### config.mk
export PLATFORM = sky130hd
export DESIGN_NAME = fixed_point_cube_root_newton
export DESIGN_NICKNAME = d
export VERILOG_FILES = /design/src/rtl/fpcrn_pkg.sv /design/src/rtl/fpcrn_div.sv /design/src/rtl/fpcrn_dp.sv /design/src/rtl/fpcrn_ctrl.sv /design/src/rtl/fixed_point_cube_root_newton.sv
export SDC_FILE = /design/constraint.sdc
export NUM_CORES = 2
export LEC_CHECK = 0
export BUFFER_PORTS_ARGS = -buffer_cell sky130_fd_sc_hd__buf_2
export CAP_MARGIN = 20
export CORE_AREA = 2 2 398 400
export DETAILED_ROUTE_END_ITERATION = 8
export DIE_AREA = 0 0 400 402
export SYNTH_ARGS = -nofsm -noshare
export SYNTH_HDL_FRONTEND = slang
export SYNTH_SLANG_ARGS = --single-unit
### constraint.sdc
create_clock -name aclk -period 10.8 [get_ports aclk]
set_input_delay 0.54 -clock aclk [delete_from_list [all_inputs] [get_ports aclk]]
set_output_delay 0.54 -clock aclk [all_outputs]
set_load 0.02 [all_outputs]
### src/rtl/fpcrn_pkg.sv
// Shared types and constants for the fixed-point Newton cube root block.
`default_nettype none
package fpcrn_pkg;

    localparam int DATA_WIDTH_DEF = 32;
    localparam int FRAC_BITS_DEF  = 16;
    localparam int TDATA_W        = 32;
    localparam int CFG_W          = 6;
    localparam logic [CFG_W-1:0] MAX_ITER_RST = 6'd8;
    localparam int DIVISOR_THREE  = 3;

    typedef enum logic [3:0] {
        ST_IDLE,
        ST_LOAD,
        ST_SCAN,
        ST_CHK,
        ST_SQCHK,
        ST_DIVQ,
        ST_DIV3,
        ST_DONE
    } state_t;

    typedef struct packed {
        logic load;
        logic scan_step;
        logic guess;
        logic mul;
        logic start_q;
        logic start_3;
        logic update;
        logic out_load;
    } cmd_t;

    typedef struct packed {
        logic zero;
        logic scan_done;
        logic iter_end;
        logic sq_zero;
        logic div_done;
        logic conv;
    } status_t;

endpackage
`default_nettype wire

### src/rtl/fpcrn_div.sv
// Restoring divider for the Newton quotient, with quotient saturation to the largest positive value.
`default_nettype none
module fpcrn_div
    import fpcrn_pkg::*;
#(
    parameter int DATA_WIDTH = DATA_WIDTH_DEF,
    parameter int FRAC_BITS  = FRAC_BITS_DEF
) (
    input  wire logic                            aclk,
    input  wire logic                            aresetn,
    input  wire logic                            start,
    input  wire logic [DATA_WIDTH+FRAC_BITS-1:0] num,
    input  wire logic [DATA_WIDTH-2:0]           den,
    output logic                                 done,
    output logic [DATA_WIDTH-2:0]                quo
);
    localparam int MW   = DATA_WIDTH - 1;
    localparam int TW   = FRAC_BITS + 1;
    localparam int CW   = (TW > MW) ? TW : MW;
    localparam int CNTW = $clog2(DATA_WIDTH);

    logic            busy_reg, busy_next;
    logic            done_reg, done_next;
    logic [CNTW-1:0] cnt_reg;
    logic [MW-1:0]   rem_reg, lo_reg, den_reg, quo_reg;
    logic [TW-1:0]   top;
    logic [CW-1:0]   top_ext;
    logic            sat;
    logic [MW:0]     trial, diff;
    logic            ge;
    logic [MW-1:0]   rem_next;

    // quotient needs more than MW bits exactly when the top part reaches the divisor
    assign top     = num[DATA_WIDTH+FRAC_BITS-1:MW];
    assign top_ext = CW'(top);
    assign sat     = top_ext >= CW'(den);

    assign trial    = {rem_reg, lo_reg[MW-1]};
    assign ge       = trial >= {1'b0, den_reg};
    assign diff     = trial - {1'b0, den_reg};
    assign rem_next = ge ? diff[MW-1:0] : trial[MW-1:0];

    always_comb begin
        busy_next = busy_reg;
        done_next = 1'b0;
        if (start) begin
            if (sat) begin
                done_next = 1'b1;
                busy_next = 1'b0;
            end else begin
                busy_next = 1'b1;
            end
        end else if (busy_reg && cnt_reg == CNTW'(1)) begin
            busy_next = 1'b0;
            done_next = 1'b1;
        end
    end

    always_ff @(posedge aclk) begin
        if (!aresetn) begin
            busy_reg <= 1'b0;
            done_reg <= 1'b0;
        end else begin
            busy_reg <= busy_next;
            done_reg <= done_next;
        end
    end

    always_ff @(posedge aclk) begin
        if (start) begin
            den_reg <= den;
            lo_reg  <= num[MW-1:0];
            rem_reg <= top_ext[MW-1:0];
            quo_reg <= sat ? '1 : '0;
            cnt_reg <= CNTW'(MW);
        end else if (busy_reg) begin
            rem_reg <= rem_next;
            lo_reg  <= lo_reg << 1;
            quo_reg <= {quo_reg[MW-2:0], ge};
            cnt_reg <= cnt_reg - CNTW'(1);
        end
    end

    assign done = done_reg;
    assign quo  = quo_reg;

endmodule
`default_nettype wire

### src/rtl/fpcrn_dp.sv
// Datapath: operand load, top-bit scan, first guess, squaring and Newton update.
`default_nettype none
module fpcrn_dp
    import fpcrn_pkg::*;
#(
    parameter int DATA_WIDTH = DATA_WIDTH_DEF,
    parameter int FRAC_BITS  = FRAC_BITS_DEF
) (
    input  wire logic                  aclk,
    input  wire logic                  aresetn,
    input  wire logic [DATA_WIDTH-1:0] in_value,
    input  wire logic [CFG_W-1:0]      max_iter,
    input  wire cmd_t                  cmd,
    output status_t                    status,
    output logic [TDATA_W-1:0]         root
);
    localparam int MW  = DATA_WIDTH - 1;
    localparam int NW  = DATA_WIDTH + FRAC_BITS;
    localparam int PW  = 2 * MW;
    localparam int P3W = 2 * DATA_WIDTH + 2;
    localparam int K3  = DATA_WIDTH + 2;
    localparam int PCW = $clog2(DATA_WIDTH);
    localparam int SHW = $clog2(DATA_WIDTH + FRAC_BITS + 1) + 1;
    localparam logic [MW-1:0] QMAX = '1;
    // ceil(2^K3 / 3): exact floor division by three for any sum below 2^(DATA_WIDTH+1)
    localparam logic [DATA_WIDTH:0] RECIP3 =
        (DATA_WIDTH+1)'(((64'd1 << K3) + 64'd2) / DIVISOR_THREE);

    logic signed [DATA_WIDTH-1:0] v, v_neg;
    logic [MW-1:0]    mag;
    logic             neg_reg;
    logic [MW-1:0]    x_reg, x0_reg, x1_reg, sc_reg;
    logic [PCW-1:0]   m_reg;
    logic [CFG_W-1:0] cnt_reg;
    logic [PW-1:0]    prod_reg, prod_sh;
    logic [P3W-1:0]   p3_reg, p3_sh;
    logic [MW-1:0]    sq;
    logic [MW-1:0]    x_new;
    logic signed [SHW-1:0] d, half, sh;
    logic [SHW-1:0]   shu;
    logic [MW-1:0]    guess;
    logic [DATA_WIDTH:0] sum;
    logic [NW-1:0]    div_num;
    logic [MW-1:0]    div_den, quo;
    logic             div_done;
    logic signed [DATA_WIDTH-1:0] r;
    logic [TDATA_W-1:0] root_reg;

    assign v     = in_value;
    assign v_neg = -v;

    // magnitude, with the most negative value held at the largest positive
    always_comb begin
        if (!v[DATA_WIDTH-1]) begin
            mag = v[MW-1:0];
        end else if (v[MW-1:0] == '0) begin
            mag = QMAX;
        end else begin
            mag = v_neg[MW-1:0];
        end
    end

    // first guess 2^s, s = trunc((m - F) / 2) + F, clamped
    always_comb begin
        d    = SHW'(m_reg) - SHW'(FRAC_BITS);
        half = d[SHW-1] ? -((-d) >>> 1) : (d >>> 1);
        sh   = half + SHW'(FRAC_BITS);
        if (sh[SHW-1]) begin
            shu = '0;
        end else if (sh > SHW'(MW - 1)) begin
            shu = SHW'(MW - 1);
        end else begin
            shu = sh;
        end
        guess = MW'(1) << shu;
    end

    assign prod_sh = prod_reg >> FRAC_BITS;
    assign sq      = (prod_sh[PW-1:MW] != '0) ? QMAX : prod_sh[MW-1:0];

    assign sum     = (DATA_WIDTH+1)'(quo) + (DATA_WIDTH+1)'({x0_reg, 1'b0});
    assign div_num = NW'(x_reg) << FRAC_BITS;
    assign div_den = sq;

    // divide the sum by three through the registered reciprocal product
    assign p3_sh = p3_reg >> K3;
    assign x_new = (p3_sh[P3W-1:MW] != '0) ? QMAX : p3_sh[MW-1:0];

    fpcrn_div #(
        .DATA_WIDTH (DATA_WIDTH),
        .FRAC_BITS  (FRAC_BITS)
    ) u_div (
        .aclk    (aclk),
        .aresetn (aresetn),
        .start   (cmd.start_q),
        .num     (div_num),
        .den     (div_den),
        .done    (div_done),
        .quo     (quo)
    );

    always_ff @(posedge aclk) begin
        if (cmd.load) begin
            neg_reg <= v[DATA_WIDTH-1];
            x_reg   <= mag;
            x1_reg  <= mag;
            sc_reg  <= mag;
            m_reg   <= PCW'(MW);
            cnt_reg <= '0;
        end
        // shift until the top bit shows
        if (cmd.scan_step && !sc_reg[MW-1]) begin
            sc_reg <= sc_reg << 1;
            m_reg  <= m_reg - PCW'(1);
        end
        if (cmd.guess) begin
            x0_reg <= guess;
        end
        if (cmd.mul) begin
            prod_reg <= PW'(x0_reg) * PW'(x0_reg);
        end
        if (cmd.start_3) begin
            p3_reg <= P3W'(sum) * P3W'(RECIP3);
        end
        if (cmd.update) begin
            x1_reg  <= x_new;
            x0_reg  <= x_new;
            cnt_reg <= cnt_reg + CFG_W'(1);
        end
        if (cmd.out_load) begin
            root_reg <= TDATA_W'(r);
        end
    end

    assign r = neg_reg ? -$signed({1'b0, x1_reg}) : $signed({1'b0, x1_reg});

    assign status.zero      = (x_reg == '0);
    assign status.scan_done = sc_reg[MW-1];
    assign status.iter_end  = (cnt_reg == max_iter);
    assign status.sq_zero   = (sq == '0);
    assign status.div_done  = div_done;
    assign status.conv      = (x_new == x0_reg);

    assign root = root_reg;

endmodule
`default_nettype wire

### src/rtl/fpcrn_ctrl.sv
// Controller state machine sequencing the Newton steps and the result handshake.
`default_nettype none
module fpcrn_ctrl
    import fpcrn_pkg::*;
(
    input  wire logic    aclk,
    input  wire logic    aresetn,
    input  wire logic    s_tvalid,
    output logic         s_tready,
    output logic         m_tvalid,
    input  wire logic    m_tready,
    input  wire status_t status,
    output cmd_t         cmd
);
    state_t state_reg, state_next;
    logic   out_valid_reg, out_valid_next;

    always_ff @(posedge aclk) begin
        if (!aresetn) begin
            state_reg     <= ST_IDLE;
            out_valid_reg <= 1'b0;
        end else begin
            state_reg     <= state_next;
            out_valid_reg <= out_valid_next;
        end
    end

    always_comb begin
        state_next = state_reg;
        cmd        = '0;
        s_tready   = 1'b0;
        unique case (state_reg)
            ST_IDLE: begin
                s_tready = 1'b1;
                if (s_tvalid) begin
                    cmd.load   = 1'b1;
                    state_next = ST_LOAD;
                end
            end
            ST_LOAD: begin
                state_next = status.zero ? ST_DONE : ST_SCAN;
            end
            ST_SCAN: begin
                cmd.scan_step = 1'b1;
                if (status.scan_done) begin
                    cmd.guess  = 1'b1;
                    state_next = ST_CHK;
                end
            end
            ST_CHK: begin
                if (status.iter_end) begin
                    state_next = ST_DONE;
                end else begin
                    cmd.mul    = 1'b1;
                    state_next = ST_SQCHK;
                end
            end
            ST_SQCHK: begin
                if (status.sq_zero) begin
                    state_next = ST_DONE;
                end else begin
                    cmd.start_q = 1'b1;
                    state_next  = ST_DIVQ;
                end
            end
            ST_DIVQ: begin
                if (status.div_done) begin
                    cmd.start_3 = 1'b1;
                    state_next  = ST_DIV3;
                end
            end
            ST_DIV3: begin
                // reciprocal product, registered on entry to this state, is ready here
                cmd.update = 1'b1;
                state_next = status.conv ? ST_DONE : ST_CHK;
            end
            ST_DONE: begin
                // hold until the output register is free
                if (!out_valid_reg || m_tready) begin
                    cmd.out_load = 1'b1;
                    state_next   = ST_IDLE;
                end
            end
            default: begin
                state_next = ST_IDLE;
            end
        endcase
    end

    always_comb begin
        if (cmd.out_load) begin
            out_valid_next = 1'b1;
        end else if (m_tready) begin
            out_valid_next = 1'b0;
        end else begin
            out_valid_next = out_valid_reg;
        end
    end

    assign m_tvalid = out_valid_reg;

endmodule
`default_nettype wire

### src/rtl/fixed_point_cube_root_newton.sv
// From accept to result valid: operand load, top-bit scan, then per Newton step a check,
// a squaring, a divider pass and a reciprocal divide by three, for at most max_iterations
// steps; the loop ends early when the estimate settles, and a zero operand skips to done.
// One item at a time; the next is accepted once the controller returns to idle after the
// result is loaded. A waiting result does not block that input, only the result after it.
// Synchronous active-low reset clears the controller and sets max_iterations to 8.
`default_nettype none
module fixed_point_cube_root_newton
    import fpcrn_pkg::*;
#(
    parameter int DATA_WIDTH = DATA_WIDTH_DEF,
    parameter int FRAC_BITS  = FRAC_BITS_DEF
) (
    input  wire logic               aclk,
    input  wire logic               aresetn,
    input  wire logic               cfg_wr_en,
    input  wire logic [CFG_W-1:0]   cfg_wr_data,   // max_iterations
    input  wire logic               s_tvalid,
    output logic                    s_tready,
    input  wire logic [TDATA_W-1:0] s_tdata,       // [31:0] value
    output logic                    m_tvalid,
    input  wire logic               m_tready,
    output logic [TDATA_W-1:0]      m_tdata        // [31:0] root
);
    logic [CFG_W-1:0] max_iter_reg;
    cmd_t             cmd;
    status_t          status;

    always_ff @(posedge aclk) begin
        if (!aresetn) begin
            max_iter_reg <= MAX_ITER_RST;
        end else if (cfg_wr_en) begin
            max_iter_reg <= cfg_wr_data;
        end
    end

    fpcrn_ctrl u_ctrl (
        .aclk     (aclk),
        .aresetn  (aresetn),
        .s_tvalid (s_tvalid),
        .s_tready (s_tready),
        .m_tvalid (m_tvalid),
        .m_tready (m_tready),
        .status   (status),
        .cmd      (cmd)
    );

    fpcrn_dp #(
        .DATA_WIDTH (DATA_WIDTH),
        .FRAC_BITS  (FRAC_BITS)
    ) u_dp (
        .aclk     (aclk),
        .aresetn  (aresetn),
        .in_value (s_tdata[DATA_WIDTH-1:0]),
        .max_iter (max_iter_reg),
        .cmd      (cmd),
        .status   (status),
        .root     (m_tdata)
    );

    a_busy_after_accept: assert property (@(posedge aclk) disable iff (!aresetn)
        (s_tvalid && s_tready) |=> !s_tready)
        else $error("input accepted while an item was in progress");

    a_out_clear_on_reset: assert property (@(posedge aclk)
        !aresetn |=> !m_tvalid)
        else $error("result valid after reset");

    a_root_sign_extended: assert property (@(posedge aclk) disable iff (!aresetn)
        m_tvalid |-> (m_tdata[TDATA_W-1] == m_tdata[DATA_WIDTH-1]))
        else $error("root not sign-extended from the data width");

    a_load_only_when_idle: assert property (@(posedge aclk) disable iff (!aresetn)
        cmd.out_load |=> (s_tready && m_tvalid))
        else $error("result loaded without returning to idle");

endmodule
`default_nettype wire

==> flow_summary_export.csv <==
group,metric,value,unit
synth,async_flop_share,0,%
clock_network,clockBufferDepth,3,
floorplanning,fp.dieArea,161000,sq um
layout,final_area,66700,sq um
placement,place_area,65300,sq um
drt,first_pass_iters,6,
setup_path,end_kind,"flip-flop",
min_path,min_path_cells,3,
layout,areaGrowthSynthToFinish,7.18,%
layout,drive_gt1_share,5.09,%
clock_network,numCtsBuffers,43,
sta,hold_violations,0,
layout,final_common_cell,"inv_1",
layout,fillers,15304,
sta,fin_ws,0.500,ns
global_route,grt_max_degree,69,
clock_network,clock-root-buffer,"clkbuf_16",
synth,synth_edf_count,338,
setup_path,cp.arrival,10.63,ns
sta,min_period,10.30,ns
synth,avgSynthCellArea,9.87,sq um
run,drv_cap,0,
setup_path,required,11.13,ns
clock_network,post_cts_buffers,0,
drt,num_vias,43857,
setup_path,r2r_end,"u_dp.p3_reg[65]",
setup_path,cp-start-kind,"flip-flop",
status,status,"complete, no violations",
floorplanning,die_y,402,um
floorplanning,initial_core_util,39.6,%
drt,drtIter0Drc,3036,
clock_network,cts_resized,0,
sta,finalCritPeriodShare,95.4,%
min_path,hold_path.class,"input port to flip-flop",
clock_network,clock-sinks,371,
synth,syn-instance-count,6308,
floorplanning,core,157000,sq um
sta,max_slew_margin,18.2,%
sta,finClkSkew,0.0274,ns
drt,routed_wl,181,mm
floorplanning,die_w,400,um
setup_path,worstSetupPathType,"flip-flop to flip-flop",
synth,synth_top_flop_cell,"edfxtp_1",
sta,hold_slack,0.172,ns
setup_path,critPathLaunch,"u_dp.u_div.quo[2]",
setup_path,setup.worst_path.end,"u_dp.p3_reg[65]",
clock_network,h-tree-depth,2,
sta,fmax,97.1,MHz
clock_network,clk-insertion-delay-late,0.60,ns
setup_path,critPathSlowestCell,"o31ai_1",
global_route,grt_pass1_wl,278,mm
placement,port_buffers,76,
clock_network,cts_hold_buf,0,
setup_path,critPathMaxFanout,6,
layout,nNetsFinal,8215,
sta,setup_tns,0,ns
setup_path,r2r_start,"u_dp.u_div.quo[2]",
drt,via_per_inst,5.19,
setup_path,ff2ff_path_depth,32,
clock_network,clkSlewWorstSetupHoldPaths,0.06,ns
synth,ys_ff_latch,371,
setup_path,cpMostUsedCell,"fa_1",
sta,grt_setup_unrepaired,"false",
sta,tightest_slew,1.22,ns
floorplanning,io_pins,77,
setup_path,regToRegSetupSlack,0.50,ns
layout,ff_latch_area,10800,sq um
global_route,antenna_found_initial,5,
layout,layout_common_cells,"inv_1, fa_1, ha_1",
layout,largest_reg_flops,46,
placement,hpwl,151,mm
synth,yosysSeqAreaShare,17.4,%
clock_network,cts_tree,"yes",
synth,synth_warnings,0,
synth,synth_cell_types,80,
sta,setup_violations,0,
placement,place_congestion,0.982,
global_route,grt_pass1_vias,46587,
placement,place_ws,0.200,ns
global_route,grt_usage,22.8,%
drt,drc_errors,0,
layout,multi_input_area,44800,sq um
drt,drt.antenna.violating_nets,0,
synth,synth_nets,8177,
global_route,overflow,0,
setup_path,slowest_delay,1.03,ns
sta,final_max_slew_viol_count,0,
drt,wl_per_cell,21.4,um
synth,synthesis.area,62300,sq um
floorplanning,rows,146,
==> cells by family after synthesis <==
kind of cell	synth area share, %
adders and majority gates	50.4
DFF	17.4
xor gates and xnor gates	3.82
buffers and inverters	10.8
other	0.00602
and+or+nand+nor	9.72
muxes	0.245
AOI/OAI and AO/OA	7.71
==> layer usage <==
metal  up-vias  track usage, %  part of all wire [%]
li1      19782               -                     -
met1     22276            29.9                    41
met2      1456            37.8                    48
met3       341            3.51                   6.6
met4         2            9.12                   4.8
met5         -               0                0.0072
==> worst min-delay path by stage <==
stage                     slack, ns              end            from
final                          0.17  max_iter_reg[3]  cfg_wr_data[3]
after global routing           0.16  max_iter_reg[3]  cfg_wr_data[3]
after CTS                      0.14  max_iter_reg[3]  cfg_wr_data[3]
after detailed placement       0.47   u_dp.sc_reg[0]  u_dp.sc_reg[0]
after global placement         0.47   u_dp.sc_reg[0]  u_dp.sc_reg[0]
after floorplan                0.45   u_dp.sc_reg[0]  u_dp.sc_reg[0]
==> worst max-delay path: cells and delay by family (launching register included) <==
family,cells,cell delay [ns]
compound gates,12,4.10
flops,1,0.45
xor+xnor,1,0.16
buf+inv,5,0.48
simple gates,4,0.40
fa+ha+maj,10,4.45
==> through the flow <==
stage / util [%] / instances
global route: 42.5 / 8453
floorplan: - / 6308
detailed placement: 41.6 / 8372
finish: 42.5 / 8455
global placement: 41.6 / 8372
CTS: 42.5 / 8452
==> final cells by class <==
class,count,share of cell area [%]
Antenna cell,2,0.00750
Clock buffer,57,1.77
Clock inverter,23,0.367
Inverter,1611,9.06
Multi-Input combinational cell,4152,67.1
Sequential cell,371,16.2
Tap cell,2072,3.88
Timing Repair Buffer,167,1.59
==> Yosys cell counts, types with 12 or more instances <==
master / instances / area, sq um
a22o_1: 31 / 272
clkbuf_1: 154 / 578
o21bai_1: 25 / 188
xor2_1: 119 / 1040
edfxtp_1: 338 / 10100
o211ai_1: 19 / 143
xnor2_1: 149 / 1310
a21oi_1: 237 / 1190
buf_1: 15 / 56.3
nand2b_1: 23 / 144
a21o_1: 86 / 646
inv_1: 1602 / 6010
or2_2: 47 / 294
nor2_1: 262 / 983
o21ai_0: 133 / 666
nand4_1: 37 / 231
ha_1: 691 / 8650
nor3_1: 48 / 240
a31oi_1: 23 / 144
a211oi_1: 17 / 128
mux2i_1: 13 / 130
nand3_1: 40 / 200
nand2_1: 536 / 2010
nor2b_1: 34 / 213
nor4_1: 29 / 181
dfxtp_1: 33 / 661
and2_1: 160 / 1000
o31ai_1: 22 / 165
o21a_1: 26 / 195
or3_1: 16 / 100
fa_1: 1135 / 22700
o22ai_1: 45 / 282
and3_1: 12 / 75.1
Power is not shown: default switching activity piles up to over one toggle a cycle in this logic, so the estimate is an artifact.
